## src/design/bounded_deque_with_search_unit_macros.svh

```systemverilog
// Assertion macros for the bounded deque with search unit.
// Included by the top level; needs a clock and an active-low reset name per use.
`ifndef BOUNDED_DEQUE_WITH_SEARCH_UNIT_MACROS_SVH
`define BOUNDED_DEQUE_WITH_SEARCH_UNIT_MACROS_SVH

// same-cycle implication
`define BDQS_ASSERT_NOW(label, clk, rst_n, ante, cons, msg) \
	label: assert property (@(posedge clk) disable iff (!rst_n) (ante) |-> (cons)) \
		else $error(msg);

// next-cycle implication
`define BDQS_ASSERT_NEXT(label, clk, rst_n, ante, cons, msg) \
	label: assert property (@(posedge clk) disable iff (!rst_n) (ante) |=> (cons)) \
		else $error(msg);

`endif

```

## src/design/bdqs_pkg.sv

```systemverilog
// Shared types and constants of the bounded deque with search unit.
// No dependencies; used by every other file of the block except bdqs_ram and the macro header.
`default_nettype none

package bdqs_pkg;

	localparam int CAPACITY_DEF = 64;
	localparam int KIND_W       = 3;
	localparam int VALUE_W      = 32;
	localparam int STATUS_W     = 2;

	localparam logic [KIND_W-1:0] KIND_PUSH_FRONT = 3'd0;
	localparam logic [KIND_W-1:0] KIND_PUSH_BACK  = 3'd1;
	localparam logic [KIND_W-1:0] KIND_POP_FRONT  = 3'd2;
	localparam logic [KIND_W-1:0] KIND_POP_BACK   = 3'd3;
	localparam logic [KIND_W-1:0] KIND_SEARCH     = 3'd4;

	localparam logic [STATUS_W-1:0] ST_DONE  = 2'd0;
	localparam logic [STATUS_W-1:0] ST_FULL  = 2'd1;
	localparam logic [STATUS_W-1:0] ST_EMPTY = 2'd2;

	// controller -> datapath
	typedef struct packed {
		logic op_en;         // apply a push/pop/no-op or an empty search, load result
		logic search_start;  // latch key and start the ring walk
		logic rd_issue;      // read the next entry of the walk
		logic search_end;    // load the search result
	} cmd_t;

	// datapath -> controller
	typedef struct packed {
		logic count_zero;
		logic issue_more;    // entries left to read
		logic hit;           // returned entry matches the key
		logic last_cmp;      // returned entry is the last stored one
	} sts_t;

endpackage

`default_nettype wire

```

## src/design/bdqs_ctrl.sv

```systemverilog
// Controller of the deque unit: handshake, search sequencing and result valid.
// Depends on bdqs_pkg.
`default_nettype none

module bdqs_ctrl
	import bdqs_pkg::*;
(
	input  wire logic              clk,
	input  wire logic              arst_n,
	input  wire logic              in_valid,
	input  wire logic [KIND_W-1:0] in_kind,
	output logic                   in_ready,
	output logic                   out_valid,
	input  wire logic              out_ready,
	input  wire sts_t              sts,
	output cmd_t                   cmd
);

	localparam logic S_IDLE   = 1'b0;
	localparam logic S_SEARCH = 1'b1;

	logic state_q, state_d;
	logic accept, is_search;

	assign in_ready  = (state_q == S_IDLE) && (!out_valid || out_ready);
	assign accept    = in_valid && in_ready;
	assign is_search = (in_kind == KIND_SEARCH);

	always_comb begin
		state_d = state_q;
		cmd     = '0;
		case (state_q)
			S_IDLE: begin
				// a search of an empty deque answers at once
				cmd.op_en        = accept && (!is_search || sts.count_zero);
				cmd.search_start = accept && is_search && !sts.count_zero;
				if (cmd.search_start) begin
					state_d = S_SEARCH;
				end
			end
			S_SEARCH: begin
				cmd.rd_issue   = sts.issue_more;
				cmd.search_end = sts.hit || sts.last_cmp;
				if (cmd.search_end) begin
					state_d = S_IDLE;
				end
			end
			default: begin
				state_d = S_IDLE;
			end
		endcase
	end

	always_ff @(posedge clk or negedge arst_n) begin
		if (!arst_n) begin
			state_q   <= S_IDLE;
			out_valid <= 1'b0;
		end else begin
			state_q <= state_d;
			if (cmd.op_en || cmd.search_end) begin
				out_valid <= 1'b1;
			end else if (out_ready) begin
				out_valid <= 1'b0;
			end
		end
	end

endmodule

`default_nettype wire

```

## config.mk

```make
export PLATFORM = sky130hd
export DESIGN_NAME = bdqs_ctrl
export DESIGN_NICKNAME = d
export VERILOG_FILES = /design/src/design/bounded_deque_with_search_unit_macros.svh /design/src/design/bdqs_pkg.sv /design/src/design/bdqs_ctrl.sv
export SDC_FILE = /design/constraint.sdc
export NUM_CORES = 1
export LEC_CHECK = 0
export BUFFER_PORTS_ARGS = -buffer_cell sky130_fd_sc_hd__buf_2
export CAP_MARGIN = 10
export CORE_AREA = 2 2 39 41
export DETAILED_ROUTE_END_ITERATION = 7
export DIE_AREA = 0 0 41 43
export SETUP_SLACK_MARGIN = 0.5
export SLEW_MARGIN = 20
export SYNTH_ARGS = -nofsm -noshare
export SYNTH_HDL_FRONTEND = slang
export SYNTH_SLANG_ARGS = --single-unit
```

## constraint.sdc

```tcl
create_clock -name clk -period 1.3 [get_ports clk]
set_input_delay 0.26 -clock clk [delete_from_list [all_inputs] [get_ports clk]]
set_output_delay 0.26 -clock clk [all_outputs]
set_load 0.02 [all_outputs]
```

==> impl_metrics.yaml <==
finish:
  stdcell_area_um2: 417
  fin_util: 0.301
  antenna_cells: 0
  multi_input_area_um2: 114
  num-nets-final: 53
  layout-drive-gt1-share: 0.829
  fill_cells: 150
  final_common_cell: "buf_6"
  layout_common_cells: "10 x buf_6, 8 x buf_2, 5 x buf_4"
  area_delta_synth_final_pct: 192
  final_cells: 57
  regArea_um2: 52.6
detailed_routing:
  wl_met3_um: 120
  wl_um: 707
  vias: 226
  ant_nets: 0
  wl_per_cell_um: 12.4
  drt-initial-drc-count: 4
  dr_wl_met2_um: 272
  drc: 0
  drtPass1Iterations: 3
  highest_layer: "met3"
  met1_length_um: 313
  drt-vias-per-instance: 3.96
setup_path:
  crit_start: "out_valid$_DFFE_PN0P_"
  crit_arrival_ns: 1.11
  max_stage_delay_ns: 0.42
  rrSetupSlack_ns: 0.29
  cp_num_buf_inv: 1
  path_cells: "a21oi_4 > and3b_2 > buf_6"
  slowest_stage: "dfrtp_2"
  path_class: "register to output pin"
  cp_top_family: "flip-flops"
  crit_required_ns: 1.04
  crit_fanout: 3
  cp-start-kind: "register"
  endpoint_kind: "output pin"
  worstReg2RegStart: "state_q$_DFF_PN0_"
timing:
  worst_pin_slew_ns: 0.250
  tns_ns: -0.153
  min_period_ns: 1.37
  final-setup-viol-count: 3
  fmax_mhz: 730
  finalWorstSetupSlack_ns: -0.0701
  slew_headroom: 0.833
  fin_crit_sh: 1.05
  final_hold_viol_count: 0
  fin_skew_ns: 0.0114
  fin_hold_ws_ns: 0.353
  slew_violations: 0
  rsz0062_at_grt: "yes"
yosys:
  syn-num-nets: 24
  synth.avg_cell_area_um2: 11.0
  yosysSeqAreaShare: 0.351
  synth_cells: 13
  ys_ff_latch: 2
  synth_cell_types: 12
  yosysWarnings: 0
  syn_area_um2: 143
placed_design:
  pre_cts_slack_ns: -0.0249
  place_inst: 46
  place_congestion: 0.630
  post_dp_cell_area_um2: 277
  port_buffers: 16
clock_tree:
  numClockSinks: 2
  clk_pin_slew_ns: 0.04
  cts-htree-levels: 1
  insertion_delay_ns: 0.23
  cts_buffer_depth: 2
  cts_tree: "done"
  cts_buffers: 3
  root_buffer: "clkbuf_4"
power_and_ir_drop:
  p_comb_frac: 0.308
  leakage_nw: 0.203
  intPower_mw: 0.239
  switching_power_mw: 0.0882
  p_per_area_nw_per_um2: 786
  seqPwrFrac: 0.217
  p_clk_frac: 0.475
  peakVddDrop_mv: 0.357
  p_total_mw: 0.327
  sw_frac_of_total: 0.269
global_route:
  overflow: 0
  grt_max_degree: 5
  grt_pass1_vias: 229
  grt_first_pass_wirelength_um: 1010
  grt_usage: 0.0935
  grt_antenna_before_repair: 0
floorplan:
  die-area_um2: 1760
  core_um2: 1380
  io_pins: 17
  die_height_um: 43
  initial_core_util: 0.103
  fp.dieW_um: 41
  fp-row-count: 14
min_path:
  worstHoldPathType: "input port to async pin"
outcome:
  violations: "setup timing"
  outcome: "finished with violations"
job:
  maxCapViolations: 0
Yosys cell counts, drive strengths merged:
library cell / count / share of area
dfrtp: 2 / 0.35
a211o: 1 / 0.061
a21oi: 1 / 0.035
a32o: 1 / 0.070
and2: 1 / 0.044
and3: 1 / 0.053
and3b: 1 / 0.070
inv: 1 / 0.026
nor2: 1 / 0.026
nor2b: 1 / 0.044
nor3b: 1 / 0.053
nor4b: 1 / 0.17
cells by family after synthesis:
family	after synthesis	share of synthesized area
flops	2	0.351
buf+inv	1	0.0263
simple gates	7	0.456
compound gates	3	0.167
sequential cells by signal (all words and copies together), names as in the netlist:
name	flops
state_q	1
out_valid	1
power groups by stage:
| stage | logic (mW) | registers, mW | clock network (mW) |
|---|---|---|---|
| floorplan | 0.0307 | 0.0758 | 0 |
| global placement | 0.0675 | 0.0726 | 0 |
| detailed placement | 0.0670 | 0.0722 | 0 |
| CTS | 0.0967 | 0.0706 | 0.164 |
| global route | 0.107 | 0.0713 | 0.170 |
| finish | 0.101 | 0.0711 | 0.156 |
final timing paths:
kind                                         endpoint  cells after the start
worst max register to register  out_valid$_DFFE_PN0P_                      3
worst min-delay path            out_valid$_DFFE_PN0P_                      2
worst min register to register  out_valid$_DFFE_PN0P_                      2
max in group asynchronous           state_q$_DFF_PN0_                      2
worst max-delay path                           cmd[3]                      3
min in group clk                    state_q$_DFF_PN0_                      2
per-layer routing:
layer,vias up,track usage
li1,104,-
met1,103,0.119
met2,19,0.116
met3,0,0.0838
met4,0,0.0200
met5,-,0
repair_timing:
item,4_1_cts,5_1_grt
pin swaps,5,4
resized for setup,16,2
setup endpoints to repair,8,8
hold buffers,1,0
hold endpoints to repair,2,0
setup buffers,4,2
cell type report:
cell class	instances	share of cell area
multi-input combinational	10	0.273
sequential	2	0.126
inverter	1	0.00901
clock buffer	4	0.0631
tap	16	0.0480
timing repair buffer	24	0.480
(Power assumes the default switching activity.)
